$ cat src/epcr_pkg.sv
// Shared types and constants for the elastic pair collision response block.
`timescale 1ns / 1ps
`default_nettype none

package epcr_pkg;

   localparam int DIV_BITS = 50;
   localparam int DIV_LAT = DIV_BITS + 1;
   localparam int NUM_W = 131;
   localparam int DEN_W = 98;
   localparam int CMP_W = DEN_W + DIV_BITS;
   localparam int QDEPTH = 4;
   localparam int QPTR_W = 2;
   localparam int NST = DIV_LAT + 10;
   localparam int RST_W = 17;
   localparam logic [RST_W-1:0] RST_RESET = 17'd65536;

   typedef struct packed {
      logic signed [32:0] dx;
      logic signed [32:0] dy;
      logic signed [32:0] dvx;
      logic signed [32:0] dvy;
      logic signed [31:0] vax;
      logic signed [31:0] vay;
      logic signed [31:0] vbx;
      logic signed [31:0] vby;
      logic [30:0] ma;
      logic [30:0] mb;
   } item_type;

   typedef struct packed {
      logic signed [31:0] vax;
      logic signed [31:0] vay;
      logic signed [31:0] vbx;
      logic signed [31:0] vby;
      logic pass;
      logic neg_x;
      logic neg_y;
   } side_type;

endpackage

`default_nettype wire

$ cat src/epcr_front.sv
// Front stage: accept input beats and form the coordinate differences.
`timescale 1ns / 1ps
`default_nettype none

module epcr_front import epcr_pkg::*; (
   input  logic         clock,
   input  logic         reset,
   input  logic         req_tvalid,
   output logic         req_tready,
   input  logic [319:0] req_tdata,
   output logic         item_valid,
   input  logic         item_ready,
   output item_type     item
);

   logic     f_valid_ff, f_valid_in;
   item_type f_item_ff, f_item_in;
   logic     take;

   assign req_tready = !f_valid_ff || item_ready;
   assign take = req_tvalid && req_tready;

   always_comb begin
      f_item_in.dx  = 33'(signed'(req_tdata[31:0])) - 33'(signed'(req_tdata[95:64]));
      f_item_in.dy  = 33'(signed'(req_tdata[63:32])) - 33'(signed'(req_tdata[127:96]));
      f_item_in.dvx = 33'(signed'(req_tdata[159:128])) - 33'(signed'(req_tdata[223:192]));
      f_item_in.dvy = 33'(signed'(req_tdata[191:160])) - 33'(signed'(req_tdata[255:224]));
      f_item_in.vax = req_tdata[159:128];
      f_item_in.vay = req_tdata[191:160];
      f_item_in.vbx = req_tdata[223:192];
      f_item_in.vby = req_tdata[255:224];
      f_item_in.ma  = req_tdata[286:256];
      f_item_in.mb  = req_tdata[317:287];
      f_valid_in = take || (f_valid_ff && !item_ready);
   end

   always_ff @(posedge clock) begin
      if (reset) begin
         f_valid_ff <= 1'b0;
      end else begin
         f_valid_ff <= f_valid_in;
      end
      if (take) begin
         f_item_ff <= f_item_in;
      end
   end

   assign item_valid = f_valid_ff;
   assign item = f_item_ff;

endmodule

`default_nettype wire

$ cat config.mk
export PLATFORM = sky130hd
export DESIGN_NAME = epcr_front
export DESIGN_NICKNAME = d
export VERILOG_FILES = /design/src/epcr_pkg.sv /design/src/epcr_front.sv
export SDC_FILE = /design/constraint.sdc
export NUM_CORES = 1
export LEC_CHECK = 0
export ABC_AREA = 1
export BUFFER_PORTS_ARGS = -buffer_cell sky130_fd_sc_hd__buf_2
export CAP_MARGIN = 15
export CORE_UTILIZATION = 30
export DETAILED_ROUTE_END_ITERATION = 10
export PLACE_DENSITY = 0.63
export SYNTH_ARGS = -nofsm -noshare
export SYNTH_HDL_FRONTEND = slang
export SYNTH_SLANG_ARGS = --single-unit
$ cat constraint.sdc
create_clock -name clock -period 20.2 [get_ports clock]
set_input_delay 2.02 -clock clock [delete_from_list [all_inputs] [get_ports clock]]
set_output_delay 2.02 -clock clock [all_outputs]
set_load 0.05 [all_outputs]
==> results.json <==
{
  "vias": 17700,
  "postCtsHoldBufs": 0,
  "cp-start-kind": "input port",
  "grt_pass1_wl_um": 95250,
  "yosysWarnings": 0,
  "synthSimpleGateAreaFrac_pct": 26.19,
  "final_cell_mix": "nand2_1, buf_2, inv_1, edfxtp_1, nor2_1",
  "fin_nets": 3705,
  "grt_pass1_vias": 17550,
  "antenna_left": 0,
  "synth.area.mux_share_pct": 0,
  "maxSlewViolCount": 0,
  "crit_fanout": 2,
  "hold_viol_final": 0,
  "cp-startpoint": "item_ready",
  "die_h_um": 260.4,
  "maxCapViolCount": 0,
  "ir_worst_vdd_v": 0.00006165,
  "rsz0062_at_grt": "no",
  "cp_top_family": "buffers and inverters",
  "avgViaCountPerCell": 4.268,
  "clock-sinks": 323,
  "hpwlAfterDp_um": 53200,
  "synthToLayoutAreaGrowth_pct": 28.00,
  "cp_data_required_time_ps": 18180,
  "finalInstanceArea_mm2": 0.02564,
  "tns_ps": 0,
  "multi_input_area_mm2": 0.007953,
  "cts_made_buffers": 41,
  "grt_overflow": 0,
  "synthXorXnorAreaFrac_pct": 2.624,
  "min_path_cells": 2,
  "slowest_stage": "buf_2",
  "syn_nets": 3015,
  "relSlewSlack_pct": 5.989,
  "n_fill_cell": 6883,
  "floorplan.initialDensity_pct": 30.41,
  "outcome": "complete, no violations",
  "drt_pass1_iterations": 5,
  "htree_levels": 2,
  "worst_slew_pin_slew_ps": 1410,
  "skew_ps": 24.13,
  "timing.final.crit_share_pct": 22.45,
  "seqCellArea_mm2": 0.009689,
  "drc_errors": 0,
  "r2r-start": "item_valid",
  "dpl_cell_area_mm2": 0.02438,
  "path_buf_inv": 3,
  "port_buffers": 645,
  "worstSetupPathType": "input port to output port",
  "gp_congestion": 0.9256,
  "reg2reg_depth": 3,
  "antenna_found_initial": 7,
  "worstPathArrival_ps": 2510,
  "cts_tree": "yes",
  "ys_types": 23,
  "synth_top_family_by_area": "simple AND/OR/NAND/NOR gates",
  "ios": 648,
  "synthCells": 2559,
  "powerDensity_mw_per_mm2": 83.57,
  "path_cells": "buf_2 -> inv_1 -> nand2_1 -> buf_2",
  "worstSetupEndpointType": "output port",
  "die_area_mm2": 0.06780,
  "crit_path_frequent_cell": "buf_2",
  "fp.coreArea_mm2": 0.06586,
  "clk_pin_slew_ps": 60,
  "period_needed_ps": 4535,
  "grt_max_degree": 172,
  "synth_seq_cells": 323,
  "seq_area_frac_synth_pct": 48.38,
  "post-cts-setup-buffers": 0,
  "worst_slack_ps": 15670,
  "synth.cell_area_mm2": 0.02003,
  "final_common_cell": "nand2_1",
  "track_usage_pct": 18.39,
  "synthAdderAreaFrac_pct": 8.396,
  "syn_area_per_cell_um2": 7.827,
  "power_mw": 2.143,
  "synth_compound_area_share_pct": 2.436,
  "clkLatencyLatePin_ps": 570,
  "min_from": "item_valid",
  "finalSetupViolations": 0,
  "drive_gt1_share_pct": 22.81,
  "cts_resized": 0,
  "drt_iter0_drc": 1034,
  "clock_path_buffers": 3,
  "cpPeakStageDelay_ps": 220,
  "wl_um": 63890,
  "max_freq_ghz": 0.2205,
  "cts-root-buf": "clkbuf_16",
  "leakagePower_nw": 14.37,
  "fp.dieW_um": 260.4,
  "post_drt_wl_per_cell_um": 15.41,
  "placementRows": 94,
  "hold_class": "register to register",
  "place_ws_ps": 15660,
  "cp.depth": 4
}
==> where the power goes <==
| part | switching, mW | internal (mW) |
|---|---|---|
| sequential | 0.0160 | 0.816 |
| clock | 0.299 | 0.399 |
| combinational | 0.454 | 0.159 |
| total | 0.769 | 1.37 |
==> metrics by stage <==
step | cells | utilization [%] | hold slack (ps)
2_1_floorplan | 2559 | - | 1071
3_3_place_gp | 4070 | 37.01 | 520.8
3_5_place_dp | 4070 | 37.01 | 538.5
4_1_cts | 4143 | 38.91 | 549.8
5_1_grt | 4145 | 38.92 | 593.7
6_report | 4147 | 38.93 | 543.8
==> registers in the layout (all words and copies together) (netlist names) <==
name / cells
item: 322
item_valid: 1
==> worst paths after layout <==
check                             endpoint  slack [ps]
worst min-delay path            item_valid         540
worst max register to register   item[189]       17690
worst max-delay path            req_tready       15670
worst min register to register  item_valid         540
==> synthesized netlist by cell type <==
master    count  area share [%]
inv_2         1           0.019
nand3_2       5            0.25
a21oi_1      82             2.0
nand3_1      89             2.2
edfxtp_1    322              48
o21bai_1      4            0.15
nand2_4       1           0.056
inv_1       634              12
or2_1         5            0.16
nand2_2      31            0.97
and2_1        8            0.25
nand4_1      16            0.50
nor2_1      166             3.1
xor2_1       51             2.2
nand2_1     986              18
xnor2_1       9            0.39
ha_1        128             8.0
fa_1          4            0.40
a21o_1        4            0.15
buf_4         2           0.075
a21oi_2       2           0.087
dfxtp_1       1            0.10
nor3_1        8            0.20
==> final cells by class <==
class / instances / area share [%]
Timing Repair Buffer: 649 / 12.76
Multi-Input combinational cell: 1599 / 31.02
Tap cell: 864 / 4.217
Clock inverter: 28 / 0.8199
Clock buffer: 45 / 4.060
Sequential cell: 323 / 37.79
Antenna cell: 4 / 0.03904
Inverter: 635 / 9.297
==> per-layer routing <==
| layer | routed length, um | share of wire (%) | global-route usage, % | up-vias |
|---|---|---|---|---|
| li1 | - | - | - | 9196 |
| met4 | 1880 | 2.9 | 5.783 | 4 |
| met5 | 27 | 0.042 | 0 | - |
| met1 | 25080 | 39 | 20.28 | 7849 |
| met2 | 32100 | 50 | 33.91 | 556 |
| met3 | 4800 | 7.5 | 5.051 | 93 |
==> logic make-up (layout without fill, tap and decap cells) <==
| logic type | count (synthesis) | after routing |
|---|---|---|
| other cells | 0 | 4 |
| compound gates | 92 | 92 |
| flops | 323 | 323 |
| fa+ha+maj | 132 | 132 |
| buf+inv | 637 | 1357 |
| xor+xnor | 60 | 60 |
| simple gates | 1315 | 1315 |
==> worst register-to-register path, cell delays in order, from the launching register on <==
cell     delay, ps
dfxtp_1        340
a21oi_4        160
buf_4          560
buf_12         480
No activity file was read; power rests on OpenSTA's default activity.
