--- src/epcr_pkg.sv ---
// Shared types and constants for the elastic pair collision response block.
`timescale 1ns / 1ps
`default_nettype none

package epcr_pkg;

   localparam int DIV_BITS = 50;
   localparam int DIV_LAT = DIV_BITS + 1;
   localparam int NUM_W = 131;
   localparam int DEN_W = 98;
   localparam int CMP_W = DEN_W + DIV_BITS;
   localparam int QDEPTH = 4;
   localparam int QPTR_W = 2;
   localparam int NST = DIV_LAT + 10;
   localparam int RST_W = 17;
   localparam logic [RST_W-1:0] RST_RESET = 17'd65536;

   typedef struct packed {
      logic signed [32:0] dx;
      logic signed [32:0] dy;
      logic signed [32:0] dvx;
      logic signed [32:0] dvy;
      logic signed [31:0] vax;
      logic signed [31:0] vay;
      logic signed [31:0] vbx;
      logic signed [31:0] vby;
      logic [30:0] ma;
      logic [30:0] mb;
   } item_type;

   typedef struct packed {
      logic signed [31:0] vax;
      logic signed [31:0] vay;
      logic signed [31:0] vbx;
      logic signed [31:0] vby;
      logic pass;
      logic neg_x;
      logic neg_y;
   } side_type;

endpackage

`default_nettype wire

--- src/epcr_queue.sv ---
// Short queue between the front and back parts.
`timescale 1ns / 1ps
`default_nettype none

module epcr_queue import epcr_pkg::*; (
   input  logic     clock,
   input  logic     reset,
   input  logic     push_valid,
   output logic     push_ready,
   input  item_type push_item,
   output logic     pop_valid,
   input  logic     pop_en,
   output item_type pop_item
);

   item_type          mem_ff [0:QDEPTH-1];
   logic [QPTR_W-1:0] wr_ptr_ff, wr_ptr_in, rd_ptr_ff, rd_ptr_in;
   logic [QPTR_W:0]   count_ff, count_in;
   logic              push, pop;

   assign push_ready = count_ff != (QPTR_W+1)'(QDEPTH);
   assign pop_valid = count_ff != '0;
   assign push = push_valid && push_ready;
   assign pop = pop_en && pop_valid;
   assign pop_item = mem_ff[rd_ptr_ff];

   always_comb begin
      wr_ptr_in = push ? wr_ptr_ff + 1'b1 : wr_ptr_ff;
      rd_ptr_in = pop ? rd_ptr_ff + 1'b1 : rd_ptr_ff;
      count_in = count_ff + (QPTR_W+1)'(push) - (QPTR_W+1)'(pop);
   end

   always_ff @(posedge clock) begin
      if (reset) begin
         wr_ptr_ff <= '0;
         rd_ptr_ff <= '0;
         count_ff <= '0;
      end else begin
         wr_ptr_ff <= wr_ptr_in;
         rd_ptr_ff <= rd_ptr_in;
         count_ff <= count_in;
      end
      if (push) begin
         mem_ff[wr_ptr_ff] <= push_item;
      end
   end

endmodule

`default_nettype wire

--- config.mk ---
export PLATFORM = sky130hd
export DESIGN_NAME = epcr_queue
export DESIGN_NICKNAME = d
export VERILOG_FILES = /design/src/epcr_pkg.sv /design/src/epcr_queue.sv
export SDC_FILE = /design/constraint.sdc
export NUM_CORES = 1
export LEC_CHECK = 0
export ABC_CLOCK_PERIOD_IN_PS = 27300
export BUFFER_PORTS_ARGS = -buffer_cell sky130_fd_sc_hd__buf_2
export CORE_ASPECT_RATIO = 0.8
export CORE_UTILIZATION = 27
export DETAILED_ROUTE_END_ITERATION = 12
export GPL_TIMING_DRIVEN = 0
export SYNTH_ARGS = -nofsm -noshare
export SYNTH_HDL_FRONTEND = slang
export SYNTH_SLANG_ARGS = --single-unit
--- constraint.sdc ---
create_clock -name clock -period 27.3 [get_ports clock]
set_clock_uncertainty 0.05 [all_clocks]
set_input_delay 1.365 -clock clock [delete_from_list [all_inputs] [get_ports clock]]
set_output_delay 1.365 -clock clock [all_outputs]
set_load 0.05 [all_outputs]
==> metrics.md, run 1 <==
| Metric | Value |
|---|---|
| Share of the yosys chip area belonging to registers | 0.828 |
| Initial core utilization | 0.273 |
| I/O pin count | 650 |
| Resized Gates After CTS | 0 |
| Pre-antenna DRT Iters | 7 |
| Power Density | 108 nW/um^2 |
| Post-CTS Hold Buffers | 0 |
| Synthesized instance count | 1731 |
| Final GP Congestion | 0.715 |
| Fraction of power spent switching nets | 0.353 |
| Syn. warnings | 0 |
| Cell type contributing the most total cell area after synthesis | sky130_fd_sc_hd__edfxtp_1 |
| Largest net degree at the start of global routing | 61 |
| Slew at the pin with the worst max-slew slack | 0.798 ns |
| Routed length on met1 | 41.5 mm |
| Setup repair after global routing missed its margin | no |
| Via-to-Cell Ratio | 4.35 |
| Worst setup slack before clock tree synthesis | 22.88 ns |
| Leading cell types in the layout, fill and taps excluded | sky130_fd_sc_hd__edfxtp_1 (1288), sky130_fd_sc_hd__buf_2 (682), sky130_fd_sc_hd__mux4_2 (322), sky130_fd_sc_hd__clkbuf_16 (137), sky130_fd_sc_hd__clkbuf_1 (34) |
| Standby leakage power | 19.0 nW |
| Clk_lat worst skew | 0.74 ns |
| Total internal power | 4.07 mW |
| Max Cap Viol | 0 |
| TritonCTS clock tree | yes |
| Total power consumption of the routed design | 6.29 mW |
| Chip Width | 468 um |
| Commonest non-fill, non-tap cell in the layout | sky130_fd_sc_hd__edfxtp_1 |
| Total via count after detailed routing | 21464 |
| Buffer levels on the longest clock path | 3 |
| Time the final worst path needs with I/O delays and setup | 4.65 ns |
| Number of antenna violations at the first check in global routing | 44 |
| Routed wire length on met3 | 9.31 mm |
| Min setup slack post-route | 22.65 ns |
| Average instance area after synthesis | 27.1 um^2 |
| Fillers | 16100 |
| Worst R2R Path Depth | 6 |
| Part of the power in registers | 0.394 |
| Reg-to-reg setup timing slack | 23.83 ns |
| Post-route setup TNS | 0 ns |
| Synthesized net count | 2064 |
| Met2 wire length | 54.5 mm |
| Proportion of layout cells with a drive suffix above 1 | 0.476 |
| Reg clk slew, reported paths | 0.06 ns |
| DR WL/cell | 22.0 um |
| Switching power of the nets | 2.22 mW |
| Status | finished, final reports clean |
| CP Data Arrival Time | 3.24 ns |
| Setup CP Type | flip-flop to output pin |
| Clk pwr share | 0.285 |
| Worst R2R End | mem_ff[0][106]$_DFFE_PP_ |
| Post-layout net count | 2874 |
| Proportion of netlist area held by the largest area contributor | 0.824 |
| Footprint of the multi-input gates | 7520 um^2 |
| First-pass GRT wire length | 154 mm |
| Highest routed metal layer | met5 |
| Synthesized flop and latch total | 1297 |
| Required time at the endpoint of the critical path | 25.89 ns |
| Top fanout value on the critical path | 10 |
| Part of the power in combinational logic | 0.321 |
| PortBufs | 648 |
| Beginning of the worst register-to-register path | count_ff[1]$_SDFF_PP0_ |
| Kind of end point of the critical path | output pin |
| Overall track demand over capacity in global routing | 0.121 |
| Synthesized cell area | 46900 um^2 |
| Residual DRC count | 0 |
| ANT nets after route | 0 |
| Vias in the first global route | 22271 |
| Upper clock frequency limit | 0.215 GHz |
| Final setup fails | 0 |
| Drt first-iter violations | 1273 |
| Row count | 136 |
| Final routed wirelength across all metal layers | 109 mm |
| Endpoint of the most critical setup path | pop_item[169] |
| Tcrit/Tclk final | 0.170 |
| Floorplan Core Area | 172000 um^2 |
| Height of the die | 375 um |
| Worst vdd ir | 0.0750 mV |
| Overflow left after global routing | 0 |
| Seq. cell area | 38900 um^2 |
| Count of distinct cell types in the synthesized netlist | 23 |
| Dpl hpwl | 71.7 mm |
| Clock Sinks | 1297 |
| Cell types occupying the most area after synthesis | sky130_fd_sc_hd__edfxtp_1 (82%), sky130_fd_sc_hd__mux4_2 (15%), sky130_fd_sc_hd__buf_6 (0.77%) |
| Pins Over Slew Limit | 0 |
| Post-Route Utilization | 0.337 |
| Type of the most critical hold path | flip-flop to flip-flop |
| Root buffer cell | sky130_fd_sc_hd__clkbuf_16 |
| Number of H-tree levels | 4 |
| Post-CTS Setup Bufs | 0 |
| Area growth syn-to-layout | 23.7% |
| Max-slew headroom | 0.468 |
| Num CTS Buffers | 134 |
| Die footprint | 176000 um^2 |
| Number of hold-slack violations in the final timing report | 0 |
| Launching element type of the critical path | flip-flop |
synthesized netlist by cell type (all sizes together):
library cell / count
clkbuf: 7
inv: 5
nor2: 8
dfxtp: 9
mux4: 322
xnor2: 1
edfxtp: 1288
and2: 5
o311ai: 1
fa: 1
nor3: 1
xor2: 2
mux2: 1
nand2: 1
or3: 1
mux2i: 1
nand2b: 2
o31a: 1
ha: 6
a21boi: 1
buf: 66
nor2b: 1
final cells by class:
| cell class | instances | area share |
|---|---|---|
| Clock inverter | 72 | 0.0128 |
| Buffer | 73 | 0.00963 |
| Tap cell | 2277 | 0.0491 |
| Multi-Input combinational cell | 356 | 0.130 |
| Antenna cell | 16 | 0.000689 |
| Inverter | 5 | 0.000323 |
| Clock buffer | 166 | 0.0609 |
| Timing Repair Buffer | 674 | 0.0679 |
| Sequential cell | 1297 | 0.669 |
stage by stage:
stage	instance area [um^2]	hold WS, ns	instances
after global placement	53000	0.455	4656
after floorplan	46900	0.432	1731
after CTS	58000	0.479	4920
after detailed placement	53800	0.466	4682
after global routing	58100	0.516	4929
final	58100	0.474	4936
per-layer routing:
| layer | GRT usage | vias up |
|---|---|---|
| li1 | - | 9240 |
| met1 | 0.143 | 11319 |
| met2 | 0.201 | 654 |
| met3 | 0.0473 | 207 |
| met4 | 0.0401 | 44 |
| met5 | 0 | - |
sequential cells by signal, summed over array words and instances (netlist names), named ones only:
register and count:
count_ff 3, wr_ptr_ff 2, mem_ff 1288, rd_ptr_ff 2
power groups by stage:
stage                     logic, mW  registers (mW)  clock network [mW]
final                          2.02            2.48                1.79
after global routing           2.12            2.49                1.91
after CTS                      2.07            2.48                1.85
after detailed placement       2.06            2.52                   0
after global placement         2.02            2.69                   0
after floorplan                1.48            2.59                   0
worst max-delay path, stage by stage (launching register included):
cell and delay (ns):
sky130_fd_sc_hd__dfxtp_1 0.30, sky130_fd_sc_hd__buf_2 0.44, sky130_fd_sc_hd__clkbuf_2 0.63, sky130_fd_sc_hd__buf_2 0.49, sky130_fd_sc_hd__mux4_2 0.36, sky130_fd_sc_hd__buf_2 0.24
logic make-up (layout without fill, tap and decap cells):
kind of cell | after synthesis | count (layout) | synth area share
flops | 1297 | 1297 | 0.828
mux | 324 | 324 | 0.155
buf+inv | 78 | 990 | 0.0123
simple gates | 19 | 19 | 0.00203
fa+ha+maj | 7 | 7 | 0.00203
compound gates | 3 | 3 | 0.000533
xor+xnor | 3 | 3 | 0.000560
other cells | 0 | 16 | 0
worst min-delay path by stage:
| stage | from | to | slack, ns | cells after the start |
|---|---|---|---|---|
| detailed placement | wr_ptr_ff[1]$_SDFFE_PP0P_ | wr_ptr_ff[1]$_SDFFE_PP0P_ | 0.47 | 2 |
| floorplan | wr_ptr_ff[1]$_SDFFE_PP0P_ | wr_ptr_ff[1]$_SDFFE_PP0P_ | 0.43 | 2 |
| global placement | wr_ptr_ff[1]$_SDFFE_PP0P_ | wr_ptr_ff[1]$_SDFFE_PP0P_ | 0.46 | 2 |
| CTS | wr_ptr_ff[1]$_SDFFE_PP0P_ | wr_ptr_ff[1]$_SDFFE_PP0P_ | 0.48 | 2 |
| global route | wr_ptr_ff[1]$_SDFFE_PP0P_ | wr_ptr_ff[1]$_SDFFE_PP0P_ | 0.52 | 2 |
| finish | wr_ptr_ff[1]$_SDFFE_PP0P_ | wr_ptr_ff[1]$_SDFFE_PP0P_ | 0.47 | 2 |
Note: power is estimated with default switching activity, not from simulation.
==> run 2, diff against run 1 <==
ABC_CLOCK_PERIOD_IN_PS = 3800   (was 27300)
clock period = 3.8 ns   (was 27.3 ns; I/O delays follow)
==> run 2 against run 1 <==
Critical path depth stayed put. Critical path type unchanged. Clock-buffer cell count is 7 lower. Core utilization is 1.9 points higher. Largest cell class unchanged. Combinational power grew to 7.3 times the previous value. Sequential power grew to 7.2 times the previous value. Non-clock buffer count is 325 higher. Design area is 5.6% higher.
==> metrics.md, run 2 (same netlist as run 1, synthesis figures left out) <==
| Metric | Value |
|---|---|
| Status | finished, final reports clean |
| Setup repair after global routing missed its margin | no |
| Num CTS Buffers | 134 |
| Number of H-tree levels | 4 |
| Non-Filler Cell Area, Final | 61300 um^2 |
| Required time at the endpoint of the critical path | 3.56 ns |
| Clock Sinks | 1297 |
| Placed inst area | 53700 um^2 |
| Drt first-iter violations | 1392 |
| Kind of end point of the critical path | output pin |
| Overall track demand over capacity in global routing | 0.125 |
| Slew at the pin with the worst max-slew slack | 0.684 ns |
| Routed length on met1 | 43.2 mm |
| Max-slew headroom | 0.544 |
| Min setup slack post-route | 0.332 ns |
| Time the final worst path needs with I/O delays and setup | 3.47 ns |
| Switching power of the nets | 16.2 mW |
| DR WL/cell | 21.1 um |
| Most flops, register | mem_ff |
| Die footprint | 176000 um^2 |
| Upper clock frequency limit | 0.288 GHz |
| Initial core utilization | 0.273 |
| Routed wire length on met3 | 7.52 mm |
| Type of the most critical hold path | input port to flip-flop |
| Pins Over Slew Limit | 0 |
| Launching element type of the critical path | flip-flop |
| Max Cap Viol | 0 |
| Via-to-Cell Ratio | 4.29 |
| Fraction of power spent switching nets | 0.355 |
| PortBufs | 648 |
| Final setup fails | 0 |
| Clk_lat worst skew | 0.76 ns |
| Vias in the first global route | 23927 |
| Worst vdd ir | 0.528 mV |
| Standby leakage power | 20.4 nW |
| Floorplan Core Area | 172000 um^2 |
| Post-route setup TNS | 0 ns |
| CP Data Arrival Time | 3.23 ns |
| Reg clk slew, reported paths | 0.06 ns |
| Largest registers | mem_ff x1288, count_ff x3 |
| Height of the die | 375 um |
| Number of hold-slack violations in the final timing report | 0 |
| Overflow left after global routing | 0 |
| Area growth syn-to-layout | 30.7% |
| Worst slack on hold paths | 0.126 ns |
| Final routed wirelength across all metal layers | 111 mm |
| Tcrit/Tclk final | 0.913 |
| Root buffer cell | sky130_fd_sc_hd__clkbuf_16 |
| Met2 wire length | 56.5 mm |
| Row count | 136 |
| Part of the power in combinational logic | 0.326 |
| Largest net degree at the start of global routing | 57 |
| Total internal power | 29.4 mW |
| Dpl hpwl | 73.1 mm |
| ANT nets after route | 0 |
| Chip Width | 468 um |
| Number of antenna violations at the first check in global routing | 14 |
| I/O pin count | 650 |
| TritonCTS clock tree | yes |
| Proportion of layout cells with a drive suffix above 1 | 0.422 |
| Pre-antenna DRT Iters | 5 |
| Post-layout net count | 3199 |
| Top fanout value on the critical path | 11 |
| Buffer levels on the longest clock path | 3 |
| Commonest non-fill, non-tap cell in the layout | sky130_fd_sc_hd__edfxtp_1 |
| Number of flip-flops in the largest register | 1288 |
| Final GP Congestion | 0.736 |
| Post-Route Utilization | 0.356 |
| Setup CP Type | flip-flop to output pin |
| Worst setup slack before clock tree synthesis | 0.381 ns |
| Leading cell types in the layout, fill and taps excluded | sky130_fd_sc_hd__edfxtp_1 (1288), sky130_fd_sc_hd__buf_2 (682), sky130_fd_sc_hd__dlygate4sd3_1 (326), sky130_fd_sc_hd__mux4_2 (322), sky130_fd_sc_hd__clkbuf_16 (136) |
| Power Density | 742 nW/um^2 |
| Total via count after detailed routing | 22579 |
| Part of the power in registers | 0.391 |
| Highest routed metal layer | met5 |
| First-pass GRT wire length | 161 mm |
| Residual DRC count | 0 |
| Clk pwr share | 0.283 |
run 2: layer usage:
| layer | vias to the layer above | global-route usage |
|---|---|---|
| met3 | 205 | 0.0393 |
| met5 | - | 0 |
| met2 | 646 | 0.211 |
| met4 | 4 | 0.0463 |
| li1 | 9871 | - |
| met1 | 11853 | 0.148 |
run 2: timing repair:
| item | CTS | global route |
|---|---|---|
| endpoints found under the setup margin | 100 | 0 |
| setup buffers | 0 | 0 |
| hold buffers | 326 | 0 |
| resized for setup | 1 | 0 |
| hold endpoints to repair | 1297 | 0 |
run 2: stage by stage:
| step | total power, mW | std cells |
|---|---|---|
| 2_1_floorplan | 29.0 | 1731 |
| 3_3_place_gp | 32.4 | 4656 |
| 3_5_place_dp | 32.9 | 4681 |
| 4_1_cts | 46.3 | 5250 |
| 5_1_grt | 47.3 | 5256 |
| 6_report | 45.5 | 5258 |
run 2: critical path, stage by stage, from the launching register on:
cell and delay, ns:
sky130_fd_sc_hd__dfxtp_1 0.30, sky130_fd_sc_hd__buf_2 0.28, sky130_fd_sc_hd__clkbuf_2 0.55, sky130_fd_sc_hd__buf_2 0.51, sky130_fd_sc_hd__mux4_2 0.51, sky130_fd_sc_hd__buf_2 0.26
run 2: cell type report:
cell class	instances	area, um^2
antenna	8	20.0
buffer	73	559
clock buffer	159	3490
clock inverter	84	833
fill	15884	111000
inverter	5	18.8
multi-input combinational	356	7520
sequential	1297	38900
tap	2277	2850
timing repair buffer	999	7190
run 2: worst paths after layout:
kind | slack, ns | start | cells after the start | end
worst min register to register | 0.47 | wr_ptr_ff[1]$_SDFFE_PP0P_ | 2 | wr_ptr_ff[1]$_SDFFE_PP0P_
worst min-delay path | 0.13 | push_item[232] | 2 | mem_ff[3][232]$_DFFE_PP_
worst max-delay path | 0.33 | flip-flop | 5 | pop_item[65]
worst max register to register | 0.44 | count_ff[1]$_SDFF_PP0_ | 6 | mem_ff[3][241]$_DFFE_PP_
run 2: power by group through the flow:
stage | Combinational [mW] | Sequential, mW | Clock [mW]
global route | 15.5 | 17.9 | 13.8
global placement | 14.0 | 18.4 | 0
floorplan | 10.7 | 18.3 | 0
finish | 14.8 | 17.8 | 12.9
detailed placement | 14.8 | 18.1 | 0
CTS | 15.2 | 17.8 | 13.3
==> run 3, diff against run 2 <==
CORE_MARGIN = 3   (was default)
==> run 3 against run 2 <==
Fmax up 0.87%. Global-route usage down 0.31 points. Die area up 1.9%. Worst hold slack better by 0.024 ns. Register-to-register slack worse by 0.08 ns. Largest cell class unchanged. Sequential cell count unchanged. Critical path depth up 1.
==> metrics.md, run 3 (same netlist as run 1, synthesis figures left out) <==
| Metric | Value |
|---|---|
| Area growth syn-to-layout | 30.2% |
| Pre-antenna DRT Iters | 5 |
| Part of the power in combinational logic | 0.329 |
| Pins Over Slew Limit | 0 |
| I/O pin count | 650 |
| Total via count after detailed routing | 22608 |
| Part of the power in registers | 0.394 |
| Top fanout value on the critical path | 53 |
| Floorplan Core Area | 172000 um^2 |
| CP Data Arrival Time | 3.78 ns |
| Fin cells | 5251 |
| Fraction of power spent switching nets | 0.355 |
| Number of hold-slack violations in the final timing report | 0 |
| Type of the most critical hold path | input port to flip-flop |
| Final GP Congestion | 0.704 |
| Hold path startpoint | push_item[10] |
| Largest net degree at the start of global routing | 55 |
| Overall track demand over capacity in global routing | 0.121 |
| Beginning of the worst register-to-register path | count_ff[1]$_SDFF_PP0_ |
| ANT nets after route | 0 |
| Post-CTS Setup Bufs | 0 |
| Reg clk slew, reported paths | 0.06 ns |
| Clk pwr share | 0.277 |
| Launching element type of the critical path | flip-flop |
| Fillers | 15812 |
| Residual DRC count | 0 |
| Commonest non-fill, non-tap cell in the layout | sky130_fd_sc_hd__edfxtp_1 |
| Slew at the pin with the worst max-slew slack | 0.847 ns |
| Setup CP Type | flip-flop to flip-flop |
| Total power consumption of the routed design | 45.1 mW |
| Leading cell types in the layout, fill and taps excluded | sky130_fd_sc_hd__edfxtp_1 (1288), sky130_fd_sc_hd__buf_2 (682), sky130_fd_sc_hd__dlygate4sd3_1 (326), sky130_fd_sc_hd__mux4_2 (322), sky130_fd_sc_hd__clkbuf_16 (140) |
| Footprint of the multi-input gates | 7520 um^2 |
| Reg-to-reg setup timing slack | 0.36 ns |
| Cell repeated most along the worst path | sky130_fd_sc_hd__buf_16 |
| Standby leakage power | 20.3 nW |
| First-pass GRT wire length | 161 mm |
| Kind of end point of the critical path | flip-flop |
| Buffer levels on the longest clock path | 3 |
| Initial core utilization | 0.272 |
| Switching power of the nets | 16.0 mW |
| Most flops, register | mem_ff |
| Final setup fails | 0 |
| Post-route setup TNS | 0 ns |
| Clk_lat worst skew | 0.72 ns |
| Power Density | 738 nW/um^2 |
| Worst path slowest cell | sky130_fd_sc_hd__and2_4 |
| DR WL/cell | 21.2 um |
| TritonCTS clock tree | yes |
| Chip Width | 472 um |
| Post-layout net count | 3198 |
| Setup crit start | count_ff[1]$_SDFF_PP0_ |
| Post-Route Utilization | 0.355 |
| Number of antenna violations at the first check in global routing | 14 |
| Drt first-iter violations | 1637 |
| Required time at the endpoint of the critical path | 4.14 ns |
| Largest registers | mem_ff x1288, count_ff x3 |
| Root buffer cell | sky130_fd_sc_hd__clkbuf_16 |
| Number of flip-flops in the largest register | 1288 |
| Crit path largest cell delay | 0.80 ns |
| Upper clock frequency limit | 0.291 GHz |
| Num CTS Buffers | 134 |
| Worst vdd ir | 0.518 mV |
| Vias in the first global route | 24051 |
| Max-slew headroom | 0.435 |
| Clock Sinks | 1297 |
| Status | finished, final reports clean |
| Tcrit/Tclk final | 0.905 |
| PortBufs | 648 |
| Row count | 136 |
| Die footprint | 179000 um^2 |
| Seq. cell area | 38900 um^2 |
| Via-to-Cell Ratio | 4.31 |
| Dpl hpwl | 73.5 mm |
| Height of the die | 379 um |
| Time the final worst path needs with I/O delays and setup | 3.44 ns |
| Worst-path cell chain | nor2_1 -> a21boi_1 -> and2_4 -> buf_16 -> buf_16 -> buf_16 |
| Overflow left after global routing | 0 |
| Final routed wirelength across all metal layers | 111 mm |
| Setup repair after global routing missed its margin | no |
| Max Cap Viol | 0 |
| Proportion of layout cells with a drive suffix above 1 | 0.422 |
| Total internal power | 29.1 mW |
| Placed instance count | 4680 |
| Number of H-tree levels | 4 |
-- run 3: changes by cell type in the layout (fill, tap and decap cells not counted), sizes merged --
cell      delta
inv          +2
bufinv       -5
clkinv      -21
clkbuf      +12
clkinvlp     +4
diode        +2
buf          -1
-- run 3: final timing paths --
kind | endpoint | depth (start not counted)
setup reg to reg | mem_ff[1][318]$_DFFE_PP_ | 6
hold reg to reg | wr_ptr_ff[1]$_SDFFE_PP0P_ | 2
hold / removal | mem_ff[2][10]$_DFFE_PP_ | 2
setup / recovery | mem_ff[1][318]$_DFFE_PP_ | 6
-- run 3: timing repair --
item	4_1_cts	5_1_grt
hold endpoints to repair	1297	0
resized for setup	1	0
hold buffers	326	0
endpoints found under the setup margin	100	0
-- run 3: power groups by stage --
stage	Combinational (mW)	Sequential, mW	Clock, mW
after floorplan	10.7	18.3	0
after global placement	14.0	18.4	0
after detailed placement	14.9	18.1	0
after CTS	15.2	17.8	12.9
after global routing	15.6	17.9	13.5
final	14.9	17.8	12.5
-- run 3: cell type report --
type,instances,area share
Buffer,73,0.00915
Tap cell,2277,0.0466
Inverter,5,0.000307
Sequential cell,1297,0.635
Clock inverter,64,0.00888
Timing Repair Buffer,998,0.117
Multi-Input combinational cell,356,0.123
Clock buffer,171,0.0592
Antenna cell,10,0.000409
-- run 3: worst max-delay path: cells and delay by family, from the launching register on --
kind	cells	cell delay (ns)
compound gates	1	0.50
buf+inv	3	0.98
flops	1	0.46
simple gates	2	0.90
-- run 3: metrics by stage --
stage                     instance area [um^2]  hold WS, ns  setup slack, ns
after floorplan                          47000        0.239            -1.56
after global placement                   53000        0.354            -5.25
after detailed placement                 53700        0.355            0.335
after CTS                                61100       0.0429           0.0830
after global routing                     61100       0.0777           0.0735
final                                    61100        0.150            0.362
-- run 3: metal layers --
layer | vias up | track usage | share of wire | wire, um
met1 | 11923 | 0.151 | 0.40 | 44900
li1 | 9857 | - | - | -
met3 | 180 | 0.0427 | 0.074 | 8290
met2 | 644 | 0.199 | 0.49 | 55100
met5 | - | 0 | 0.00019 | 21
met4 | 4 | 0.0392 | 0.027 | 2990
